[config.mk]
export PLATFORM = sky130hd
export DESIGN_NAME = rtc_nvram_register_port_unit
export DESIGN_NICKNAME = d
export VERILOG_FILES = /design/src/sv/rnrp_pkg.sv /design/src/sv/rnrp_ram.sv /design/src/sv/rtc_nvram_register_port_unit.sv
export SDC_FILE = /design/constraint.sdc
export NUM_CORES = 1
export LEC_CHECK = 0
export BUFFER_PORTS_ARGS = -buffer_cell sky130_fd_sc_hd__buf_2
export CAP_MARGIN = 20
export CORE_UTILIZATION = 33
export DETAILED_ROUTE_END_ITERATION = 10
export PLACE_DENSITY = 0.53
export REMOVE_ABC_BUFFERS = 1
export SLEW_MARGIN = 20
export SYNTH_ARGS = -nofsm -noshare
export SYNTH_HDL_FRONTEND = slang
export SYNTH_SLANG_ARGS = --single-unit
[constraint.sdc]
create_clock -name clk -period 16.8 [get_ports clk]
set_input_delay 5.04 -clock clk [delete_from_list [all_inputs] [get_ports clk]]
set_output_delay 5.04 -clock clk [all_outputs]
set_load 0.01 [all_outputs]
[src/sv/rnrp_pkg.sv]
// Package with shared constants, default contents and conversion helpers for the clock RAM port.
package rnrp_pkg;

    localparam int DEF_RAM_DEPTH = 64;

    // Request opcodes and window offsets.
    localparam logic OP_READ  = 1'b0;
    localparam logic OP_WRITE = 1'b1;

    localparam logic [1:0] OFF_INDEX = 2'd1;
    localparam logic [1:0] OFF_DATA  = 2'd3;

    // Byte addresses inside the clock RAM.
    localparam logic [7:0] ADDR_SECOND   = 8'd0;
    localparam logic [7:0] ADDR_ALM_SEC  = 8'd1;
    localparam logic [7:0] ADDR_MINUTE   = 8'd2;
    localparam logic [7:0] ADDR_ALM_MIN  = 8'd3;
    localparam logic [7:0] ADDR_HOUR     = 8'd4;
    localparam logic [7:0] ADDR_ALM_HOUR = 8'd5;
    localparam logic [7:0] ADDR_WEEKDAY  = 8'd6;
    localparam logic [7:0] ADDR_MONTHDAY = 8'd7;
    localparam logic [7:0] ADDR_MONTH    = 8'd8;
    localparam logic [7:0] ADDR_YEAR     = 8'd9;
    localparam logic [7:0] ADDR_CTRL_A   = 8'd10;
    localparam logic [7:0] ADDR_CTRL_B   = 8'd11;

    // Bit positions in the control bytes.
    localparam int SET_BIT = 7;
    localparam int DM_BIT  = 2;
    localparam int H24_BIT = 1;
    localparam int UIP_BIT = 7;

    localparam logic [7:0] UIP_MASK   = 8'h80;
    localparam logic [7:0] YEAR_BASE  = 8'd68;
    localparam logic [4:0] HOURS_HALF = 5'd12;
    localparam logic [4:0] HOURS_FULL = 5'd24;

    // Power-up contents of the clock RAM; bytes beyond the table read as zero.
    function automatic logic [7:0] default_byte(input logic [7:0] addr);
        logic [7:0] val;
        begin
            case (addr)
                8'd0:    val = 8'd48;
                8'd1:    val = 8'd255;
                8'd2:    val = 8'd21;
                8'd3:    val = 8'd255;
                8'd4:    val = 8'd23;
                8'd5:    val = 8'd255;
                8'd6:    val = 8'd1;
                8'd7:    val = 8'd25;
                8'd8:    val = 8'd3;
                8'd9:    val = 8'd33;
                8'd10:   val = 8'd42;
                8'd11:   val = 8'd14;
                8'd12:   val = 8'd112;
                8'd13:   val = 8'd128;
                8'd22:   val = 8'd17;
                8'd23:   val = 8'd46;
                8'd24:   val = 8'd32;
                8'd25:   val = 8'd1;
                8'd26:   val = 8'd255;
                8'd29:   val = 8'd56;
                8'd30:   val = 8'd135;
                8'd62:   val = 8'd224;
                8'd63:   val = 8'd31;
                default: val = 8'd0;
            endcase
            return val;
        end
    endfunction

    // Binary to packed BCD; the tens digit is truncated to four bits.
    // Division by ten uses the reciprocal 205/2048, exact for all byte values.
    function automatic logic [7:0] to_bcd(input logic [7:0] v);
        logic [15:0] prod;
        logic [7:0]  tens;
        logic [7:0]  ones;
        begin
            prod = 16'(v) * 16'd205;
            tens = 8'(prod >> 11);
            ones = v - 8'(tens * 8'd10);
            return {tens[3:0], ones[3:0]};
        end
    endfunction

endpackage

[src/sv/rnrp_ram.sv]
// Generic single-write, single-read synchronous RAM with a registered read port.
module rnrp_ram
    import rnrp_pkg::*;
#(
    parameter int WIDTH = 8,
    parameter int DEPTH = DEF_RAM_DEPTH
)
(
    input  logic                     clk,
    input  logic                     we,
    input  logic [$clog2(DEPTH)-1:0] waddr,
    input  logic [WIDTH-1:0]         wdata,
    input  logic                     re,
    input  logic [$clog2(DEPTH)-1:0] raddr,
    output logic [WIDTH-1:0]         rdata
);

    logic [WIDTH-1:0] mem [DEPTH];

    always_ff @(posedge clk)
    begin
        if (we)
        begin
            mem[waddr] <= wdata;
        end
        if (re)
        begin
            rdata <= mem[raddr];
        end
    end

endmodule

[src/sv/rtc_nvram_register_port_unit.sv]
// Top level of the clock RAM index/data register port.
//
//  Channel   Signals                                   Direction  Carries
//  in        in_valid, in_ready, opcode, port_offset,  input      one bus access request
//            write_data, now_second .. now_year
//  out       out_valid, out_ready, read_data           output     one byte per request
//
// Every request yields exactly one result, which passes from the work stage
// into the output register before it is presented.
// One request is accepted per cycle when the output side keeps up; the clock
// RAM read is issued as the request is accepted and the single write port of
// the RAM is used as the request leaves the work stage.
// Reset clears the index, the time snapshot and the written flags; an entry
// never written reads as its power-up value, so no clearing pass is needed.
// A stalled output holds the request in the work stage and drops in_ready.

module rtc_nvram_register_port_unit
    import rnrp_pkg::*;
#(
    parameter int RAM_DEPTH = DEF_RAM_DEPTH
)
(
    input  logic       clk,
    input  logic       rst_n,

    input  logic       in_valid,
    output logic       in_ready,
    input  logic       opcode,
    input  logic [1:0] port_offset,
    input  logic [7:0] write_data,
    input  logic [5:0] now_second,
    input  logic [5:0] now_minute,
    input  logic [4:0] now_hour,
    input  logic [2:0] now_weekday,
    input  logic [4:0] now_monthday,
    input  logic [3:0] now_month,
    input  logic [7:0] now_year,

    output logic       out_valid,
    input  logic       out_ready,
    output logic [7:0] read_data
);

    localparam int IDX_W = $clog2(RAM_DEPTH);

    // Selected index and the power-up marks for the clock RAM.
    logic [IDX_W-1:0]     selected_index_reg;
    logic [RAM_DEPTH-1:0] written_reg;

    // Shadow of control byte B; it steers every time read.
    logic [7:0] ctrl_b_reg;

    // Time snapshot.
    logic [5:0] snap_second_reg;
    logic [5:0] snap_minute_reg;
    logic [4:0] snap_hour_reg;
    logic [2:0] snap_weekday_reg;
    logic [4:0] snap_monthday_reg;
    logic [3:0] snap_month_reg;
    logic [7:0] snap_year_reg;

    // Work stage: the accepted request while its RAM read completes.
    logic             s1_valid_reg;
    logic             s1_op_reg;
    logic [1:0]       s1_off_reg;
    logic [7:0]       s1_wdata_reg;
    logic [IDX_W-1:0] s1_index_reg;
    logic             s1_written_reg;
    logic [7:0]       s1_default_reg;
    logic             s1_fwd_reg;
    logic [7:0]       s1_fwd_data_reg;
    logic [5:0]       s1_second_reg;
    logic [5:0]       s1_minute_reg;
    logic [4:0]       s1_hour_reg;
    logic [2:0]       s1_weekday_reg;
    logic [4:0]       s1_monthday_reg;
    logic [3:0]       s1_month_reg;
    logic [7:0]       s1_year_reg;

    // Output register.
    logic       out_valid_reg;
    logic [7:0] read_data_reg;

    logic       in_fire;
    logic       s1_advance;
    logic       index_wr;
    logic       ram_we;
    logic [7:0] ram_wdata;
    logic [7:0] ram_rdata;
    logic       fwd_hit;

    logic [7:0] s1_addr;
    logic [7:0] ram_byte;
    logic       data_rd;
    logic       data_wr;
    logic       time_addr;
    logic       take_now;
    logic       take_snap;
    logic [5:0] cur_second;
    logic [5:0] cur_minute;
    logic [4:0] cur_hour;
    logic [2:0] cur_weekday;
    logic [4:0] cur_monthday;
    logic [3:0] cur_month;
    logic [7:0] cur_year;
    logic [4:0] hour_mod;
    logic [4:0] hour_12;
    logic       hour_pm;
    logic [7:0] bin_val;
    logic [7:0] pm_flag;
    logic       use_conv;
    logic [7:0] toggled;
    logic [7:0] read_data_next;

    assign s1_advance = s1_valid_reg && (!out_valid_reg || out_ready);
    assign in_ready   = !s1_valid_reg || s1_advance;
    assign in_fire    = in_valid && in_ready;

    // Index writes beyond the RAM are dropped.
    assign index_wr = in_fire && (opcode == OP_WRITE) && (port_offset == OFF_INDEX)
                      && ({1'b0, write_data} < 9'(RAM_DEPTH));

    // A RAM write in the same cycle as a read of the same entry is forwarded.
    assign fwd_hit = in_fire && ram_we && (s1_index_reg == selected_index_reg);

    rnrp_ram #(
        .WIDTH (8),
        .DEPTH (RAM_DEPTH)
    ) u_ram (
        .clk   (clk),
        .we    (ram_we),
        .waddr (s1_index_reg),
        .wdata (ram_wdata),
        .re    (in_fire),
        .raddr (selected_index_reg),
        .rdata (ram_rdata)
    );

    always_comb
    begin
        s1_addr  = 8'(s1_index_reg);
        ram_byte = s1_fwd_reg ? s1_fwd_data_reg
                              : (s1_written_reg ? ram_rdata : s1_default_reg);
        data_rd  = (s1_op_reg == OP_READ) && (s1_off_reg == OFF_DATA);
        data_wr  = (s1_op_reg == OP_WRITE) && (s1_off_reg == OFF_DATA);
        toggled  = ram_byte ^ UIP_MASK;

        time_addr = (s1_addr == ADDR_SECOND) || (s1_addr == ADDR_MINUTE)
                    || (s1_addr == ADDR_HOUR) || (s1_addr == ADDR_WEEKDAY)
                    || (s1_addr == ADDR_MONTHDAY) || (s1_addr == ADDR_MONTH)
                    || (s1_addr == ADDR_YEAR);

        // While SET is low every time read refreshes the snapshot.
        take_now  = data_rd && time_addr && !ctrl_b_reg[SET_BIT];
        take_snap = take_now
                    || (data_wr && (s1_addr == ADDR_CTRL_B) && s1_wdata_reg[SET_BIT]);

        cur_second   = take_now ? s1_second_reg   : snap_second_reg;
        cur_minute   = take_now ? s1_minute_reg   : snap_minute_reg;
        cur_hour     = take_now ? s1_hour_reg     : snap_hour_reg;
        cur_weekday  = take_now ? s1_weekday_reg  : snap_weekday_reg;
        cur_monthday = take_now ? s1_monthday_reg : snap_monthday_reg;
        cur_month    = take_now ? s1_month_reg    : snap_month_reg;
        cur_year     = take_now ? s1_year_reg     : snap_year_reg;

        // 12-hour form: hours 12 and up carry the PM flag, zero shows as 12.
        hour_pm = (cur_hour >= HOURS_HALF);
        if (cur_hour >= HOURS_FULL)
        begin
            hour_mod = cur_hour - HOURS_FULL;
        end
        else if (hour_pm)
        begin
            hour_mod = cur_hour - HOURS_HALF;
        end
        else
        begin
            hour_mod = cur_hour;
        end
        hour_12 = (hour_mod == 5'd0) ? HOURS_HALF : hour_mod;

        pm_flag  = 8'd0;
        use_conv = 1'b1;
        case (s1_addr)
            ADDR_SECOND:   bin_val = 8'(cur_second);
            ADDR_MINUTE:   bin_val = 8'(cur_minute);
            ADDR_HOUR:
            begin
                if (ctrl_b_reg[H24_BIT])
                begin
                    bin_val = 8'(cur_hour);
                end
                else
                begin
                    bin_val = 8'(hour_12);
                    pm_flag = hour_pm ? 8'h80 : 8'h00;
                end
            end
            ADDR_WEEKDAY:  bin_val = 8'(cur_weekday) + 8'd1;
            ADDR_MONTHDAY: bin_val = 8'(cur_monthday);
            ADDR_MONTH:    bin_val = 8'(cur_month) + 8'd1;
            ADDR_YEAR:     bin_val = cur_year - YEAR_BASE;
            ADDR_ALM_SEC, ADDR_ALM_MIN, ADDR_ALM_HOUR:
                           bin_val = ram_byte;
            default:
            begin
                bin_val  = ram_byte;
                use_conv = 1'b0;
            end
        endcase

        if (s1_op_reg == OP_WRITE)
        begin
            read_data_next = 8'd0;
        end
        else if (s1_off_reg == OFF_INDEX)
        begin
            read_data_next = 8'(s1_index_reg);
        end
        else if (s1_off_reg == OFF_DATA)
        begin
            if (use_conv)
            begin
                read_data_next = (ctrl_b_reg[DM_BIT] ? bin_val : to_bcd(bin_val)) | pm_flag;
            end
            else if (s1_addr == ADDR_CTRL_A)
            begin
                read_data_next = toggled;
            end
            else
            begin
                read_data_next = ram_byte;
            end
        end
        else
        begin
            read_data_next = 8'd0;
        end

        // Data writes store the byte; reads of control byte A flip UIP in place.
        ram_we    = s1_advance && (data_wr || (data_rd && (s1_addr == ADDR_CTRL_A)));
        ram_wdata = data_wr ? s1_wdata_reg : toggled;
    end

    always_ff @(posedge clk or negedge rst_n)
    begin
        if (!rst_n)
        begin
            selected_index_reg <= '0;
            written_reg        <= '0;
            ctrl_b_reg         <= default_byte(ADDR_CTRL_B);
            snap_second_reg    <= '0;
            snap_minute_reg    <= '0;
            snap_hour_reg      <= '0;
            snap_weekday_reg   <= '0;
            snap_monthday_reg  <= '0;
            snap_month_reg     <= '0;
            snap_year_reg      <= '0;
            s1_valid_reg       <= 1'b0;
            out_valid_reg      <= 1'b0;
        end
        else
        begin
            if (index_wr)
            begin
                selected_index_reg <= write_data[IDX_W-1:0];
            end
            if (ram_we)
            begin
                written_reg[s1_index_reg] <= 1'b1;
            end
            if (s1_advance && data_wr && (s1_addr == ADDR_CTRL_B))
            begin
                ctrl_b_reg <= s1_wdata_reg;
            end
            if (s1_advance && take_snap)
            begin
                snap_second_reg   <= s1_second_reg;
                snap_minute_reg   <= s1_minute_reg;
                snap_hour_reg     <= s1_hour_reg;
                snap_weekday_reg  <= s1_weekday_reg;
                snap_monthday_reg <= s1_monthday_reg;
                snap_month_reg    <= s1_month_reg;
                snap_year_reg     <= s1_year_reg;
            end
            if (in_fire)
            begin
                s1_valid_reg <= 1'b1;
            end
            else if (s1_advance)
            begin
                s1_valid_reg <= 1'b0;
            end
            if (s1_advance)
            begin
                out_valid_reg <= 1'b1;
            end
            else if (out_ready)
            begin
                out_valid_reg <= 1'b0;
            end
        end
    end

    always_ff @(posedge clk)
    begin
        if (in_fire)
        begin
            s1_op_reg       <= opcode;
            s1_off_reg      <= port_offset;
            s1_wdata_reg    <= write_data;
            s1_index_reg    <= selected_index_reg;
            s1_written_reg  <= written_reg[selected_index_reg];
            s1_default_reg  <= default_byte(8'(selected_index_reg));
            s1_fwd_reg      <= fwd_hit;
            s1_fwd_data_reg <= ram_wdata;
            s1_second_reg   <= now_second;
            s1_minute_reg   <= now_minute;
            s1_hour_reg     <= now_hour;
            s1_weekday_reg  <= now_weekday;
            s1_monthday_reg <= now_monthday;
            s1_month_reg    <= now_month;
            s1_year_reg     <= now_year;
        end
        if (s1_advance)
        begin
            read_data_reg <= read_data_next;
        end
    end

    assign out_valid = out_valid_reg;
    assign read_data = read_data_reg;

    // A full work stage behind a stalled output must block new requests.
    a_stall_blocks: assert property (@(posedge clk) disable iff (!rst_n)
        s1_valid_reg && out_valid_reg && !out_ready |-> !in_ready)
        else $error("request accepted while both stages are full");

    // A new result only appears when the work stage hands one over.
    a_out_source: assert property (@(posedge clk) disable iff (!rst_n)
        $rose(out_valid_reg) |-> $past(s1_advance))
        else $error("result produced without a request in the work stage");

    // An index outside the RAM leaves the selected index alone.
    a_index_range: assert property (@(posedge clk) disable iff (!rst_n)
        in_fire && (opcode == OP_WRITE) && (port_offset == OFF_INDEX)
        && ({1'b0, write_data} >= 9'(RAM_DEPTH)) |=> $stable(selected_index_reg))
        else $error("out-of-range index write changed the index");

    // Forwarded data always belongs to a request that sits in the work stage.
    a_fwd_owner: assert property (@(posedge clk) disable iff (!rst_n)
        fwd_hit |=> s1_valid_reg && s1_fwd_reg)
        else $error("forwarded byte lost");

endmodule

# Word level (Yosys, flattened, before mapping)

Memories as Yosys holds them, arrays and structs flattened. A register that Yosys moved wholly into a read port is not among the register bits.
Index checks and enable logic that the tools add are counted.

$add $sub $neg: 6
Multiply operators: 2
$lt $le $gt $ge: 6
Equality and inequality tests: 15
Muxes and demuxes: 34
Bitwise operators: 5
Reductions and logical operators: 38

Operator list:

| operator               | count |
|---|---|
| $mux W8                | 10 |
| $or A64 B64 Y64        | 1 |
| $pmux W8 S7            | 1 |
| $mux W5                | 6 |
| $eq A6 B3 Y1 const B   | 4 |
| $eq A6 B4 Y1 const B   | 4 |
| $mux W6                | 4 |
| $logic_and A1 B1 Y1    | 19 |
| $mul A8 B8 Y16 const B | 1 |
| $lt A6 B7 Y1 const B   | 2 |
| $eq A6 B2 Y1 const B   | 2 |
| $logic_or A1 B1 Y1     | 10 |
| $reduce_or A10 Y1      | 1 |
| $mux W1                | 9 |
| $lt A8 B7 Y1 const B   | 1 |
| $or A8 B8 Y8           | 1 |
| $sub A8 B7 Y8 const B  | 1 |
| $bmux W1 S6            | 1 |
| $demux W1 S6           | 1 |
| $eq A6 B1 Y1 const B   | 1 |
| $eq A6 B6 Y1           | 1 |
| $ge A6 B1 Y1 const B   | 1 |
| $logic_not A6 Y1       | 1 |
| $add A4 B1 Y5 const B  | 1 |
| 16 further kinds       | 22 |

Flip-flop bits (word level): 189
Bits in writable memories: 512
ROM bits: 512
Input bits: 52
Output and inout bits: 10
Memories kept: 2

Memory list:

| memory          | depth | width | rd ports | clocked after memory_dff | wr ports | line           | source |
|---|---|---|---|---|---|---|---|
| (no name shown) | 64    | 8     | 1        | 1                        | 0        | rnrp_pkg.sv:42 | `case (addr)` |
| u_ram.mem       | 64    | 8     | 1        | 1                        | 1        | rnrp_ram.sv:18 | `logic [WIDTH-1:0] mem [DEPTH];` |

# Logic depth before layout (Yosys ltp)

Depth in word-level cells: 25
Depth in mapped cells: 38
Depth with buffers taken out: 35

# Modules after synthesis

Synthesis repeated with hierarchy kept, for this count alone.

Cells, all modules: 1,819
Area total of the unflattened synthesis: 30,745.7 um^2

Modules (own cells, without submodules):

| module                       | times used | cells an instance | area an instance (um^2) | sequential area each (um^2) |
|---|---|---|---|---|
| rnrp_ram                     | 1          | 940               | 20,246.9                | 15,615.0 |
| rtc_nvram_register_port_unit | 1          | 879               | 10,498.8                | 5,207.5 |

# Least setup slack after synthesis

No wires, ideal clock.

Path kind: in2out
Start point: input out_ready
End point: output in_ready
Data arrival time: 5.249 ns
Path slack: 6.511 ns
Cell stages on the path: 1
Cell sequence: nand3b_1

Word-level cells in the longest chain between the ends: 3

Ends and longest elaborated chain:

| what                | line                                | source |
|---|---|---|
| start: declaration  | rtc_nvram_register_port_unit.sv:40  | `input logic out_ready,` |
| $logic_or A1 B1 Y1  | rtc_nvram_register_port_unit.sv:115 | `assign s1_advance = s1_valid_reg && (!out_valid_reg \|\| out_ready);` |
| $logic_and A1 B1 Y1 | rtc_nvram_register_port_unit.sv:115 |  |
| $logic_or A1 B1 Y1  | rtc_nvram_register_port_unit.sv:116 | `assign in_ready = !s1_valid_reg \|\| s1_advance;` |
| end: declaration    | rtc_nvram_register_port_unit.sv:27  | `output logic in_ready,` |

Every way passes these cells.

# Final worst setup path

Same ends and word-level chain as after synthesis.

==> impl_results.md <==
* Syn Std Cell Area at 0.0304 mm²
* Minimum clock period at 10,510 ps
* Main synth FF type: edfxtp_1
* Post-synthesis average cell area at 16.6 µm²
* Setup WS pre-CTS at 6290 ps
* CTS Root Cell: clkbuf_16
* Clk sinks at 712
* I/O Buffers at 61
* NetSw at 0.00143 W
* Setup_tns at 0 ps
* Clk pwr share at 0.351
* GR Overflow Total at 0
* Reg2Reg Setup Slack at 7560 ps
* Switching part of the total power at 0.290
* DP Wirelength at 47,400 µm
* Worst IR Drop VDD at 0.0867 mV
* PostCTS Resize Cnt at 0
* Htree depth at 3
* Slew Limit Headroom at 0.258
* Final period util at 0.626
* Antenna Cells at 0
* Register-to-Register Path Depth at 29
* Setup ws final at 6290 ps
* Power per cell area at 141 mW/mm²
* Clk pin slew, worst setup/hold paths at 50 ps
* Detailed Route WL at 77,000 µm
* Final Instance Area at 0.0348 mm²
* Max cap viols at 0
* CP max FO at 3
* Logic pwr share at 0.223
* P_int at 0.00349 W
* Clk Latency, worst-skew pair at 650 ps
* Post-CTS Setup Inserts at 0
* Yosys warns at 0
* Sequential area share after synthesis at 0.684
* Vias in the first global route at 17,400
* CTS tree: done
* First-pass GRT wire length at 115,000 µm
* Inst Count DP at 3,023
* Clock Path Buffers at 3
* Initial antenna violation count at 0
* First-iteration detailed-routing DRC count at 1,542
* Worst hold path type: register to register
* Via count of the routed design at 16,700
* Die area at 0.0934 mm²
* Effective utilization at floorplan at 0.332
* Dpl cell area at 0.0322 mm²
* Post-Syn Instances at 1,835
* Final GP Congestion at 0.821
* DIE HEIGHT at 306 µm
* Nets@finish at 2,034
* CP Launch Type: primary input
* Hold Slack at 459 ps
* Max reg flops at 512
* Fin. Hold Viols at 0
* Asr flop ratio synth at 0.157
* WP data arrival at 5470 ps
* Routed wire per std cell at 24.3 µm
* Kind of critical path: primary input to output pin
* Core area at 0.0915 mm²
* LEAKAGE at 12.3 nW
* Clk_skew at 47.0 ps
* Sequential Power Share at 0.426
* Fmax at 0.0951 GHz
* DRC viols at 0
* Die width at 306 µm
* Pre-antenna DRT Iters at 8
* Outcome: complete, no violations
* Crit path to: in_ready
* Worst-margin pin slew at 1110 ps
* Gr usage total at 0.166
* Area Overhead vs Synth at 14.3%
* Synthesized flop and latch total at 712
* Critical path capture point type: output pin
* Largest net degree at the start of global routing at 82
* Std cell rows at 111
* Share of cells above drive strength 1 at 0.236
* CTS buffer count at 79
* DR vias/cell at 5.27
* Reg2reg end: read_data[3]
* Reg-to-reg startpoint: s1_off_reg[1]
* Fin. max-slew vios at 0
* Antenna-violating nets left at 0
* I/O pin count at 62
* Unrepaired setup endpoints after global routing: false
* Post-synth EDFFs at 600
* Worst Path Required at 11,760 ps
* # setup viols final at 0
* Fin cells at 3,171
* Synth unique cells at 83
* Crit path from: out_ready
* Cts-stage hold buffer count at 0
## power by group through the flow
stage          sequential, W  clock [W]  combinational (W)
2_1_floorplan        0.00217          0           0.000760
6_report             0.00210    0.00173            0.00110
5_1_grt              0.00210    0.00183            0.00121
4_1_cts              0.00210    0.00176            0.00111
3_3_place_gp         0.00213          0            0.00108
3_5_place_dp         0.00213          0            0.00110
## per-stage QoR
stage / power [W] / util
5_1_grt: 0.00514 / 0.380
3_5_place_dp: 0.00323 / 0.351
6_report: 0.00492 / 0.380
2_1_floorplan: 0.00293 / -
4_1_cts: 0.00497 / 0.380
3_3_place_gp: 0.00321 / 0.351
## Yosys cell counts, types with 7 or more instances
master,number,area share
nand4_1,7,0.0014
dfrtp_1,110,0.090
buf_1,20,0.0025
and2_1,7,0.0014
nor3_1,24,0.0039
clkbuf_1,54,0.0067
buf_2,10,0.0016
nor2_1,115,0.014
edfxtp_1,600,0.59
nand3_1,19,0.0031
or2_2,65,0.013
inv_1,52,0.0064
a21oi_1,58,0.0095
o21ai_0,38,0.0063
a31oi_1,11,0.0023
o22ai_1,24,0.0049
fa_1,12,0.0079
o221ai_1,34,0.0098
nand2_1,91,0.011
ha_1,52,0.021
nor2b_1,11,0.0023
o32a_1,7,0.0023
mux2i_1,109,0.036
a221oi_1,7,0.0020
mux2_2,47,0.017
nand2b_1,11,0.0023
mux4_2,123,0.091
xnor2_1,17,0.0049
## area by class of cell
cell class	count	area, µm²
clock buffer	118	2280
clock inverter	30	335
fill	8349	56700
inverter	54	203
multi-input combinational	983	9130
sequential	712	20800
tap	1186	1480
timing repair buffer	88	518
## critical path, cell delays in order
cell	delay [ps]
buf_2	100
nand3b_1	170
buf_2	160
## cells by family (layout without fill, tap and decap cells)
| group | after synthesis | after routing | share of synthesized area |
|---|---|---|---|
| AOI/OAI and AO/OA | 236 | 236 | 0.0542 |
| and+or+nand+nor | 381 | 381 | 0.0624 |
| DFF | 712 | 712 | 0.684 |
| buffers and inverters | 140 | 290 | 0.0182 |
| muxes | 282 | 282 | 0.146 |
| adders and majority gates | 64 | 64 | 0.0293 |
| xor gates and xnor gates | 20 | 20 | 0.00576 |
## worst min-delay path by stage
stage,from,to,slack (ps),depth (start not counted)
floorplan,written_reg[12],written_reg[12],430,1
global placement,written_reg[12],written_reg[12],450,1
detailed placement,written_reg[7],written_reg[7],450,1
CTS,written_reg[7],written_reg[7],460,1
global route,written_reg[7],written_reg[7],470,1
finish,written_reg[7],written_reg[7],460,1
## layout by cell type (no fill, tap or decap), types with 6 or more instances in the layout
master	n
xnor2_1	17
dfrtp_1	107
o21ai_4	6
a21oi_1	58
o221ai_1	34
mux2i_1	109
nor2_1	115
and2_1	6
nand4_1	7
buf_4	26
fa_1	12
edfxtp_1	600
clkinv_1	12
o32a_1	7
or2_2	65
ha_1	52
clkbuf_16	80
clkbuf_1	24
nor2b_1	11
a221oi_1	7
nand2_1	90
mux4_2	123
o21ai_0	32
a31oi_1	11
clkbuf_8	14
nor3_1	24
nand3_1	19
nand2b_1	11
inv_1	52
o22ai_1	24
clkinv_2	6
mux2_2	47
buf_2	60
## per-layer routing
| layer | vias up | track usage | share of wire |
|---|---|---|---|
| met5 | - | 0 | 0 |
| met4 | 0 | 0.0487 | 0.025 |
| met3 | 112 | 0.0260 | 0.051 |
| met2 | 496 | 0.269 | 0.48 |
| met1 | 8727 | 0.229 | 0.44 |
| li1 | 7377 | - | - |
No activity file was read; power rests on OpenSTA's default activity.
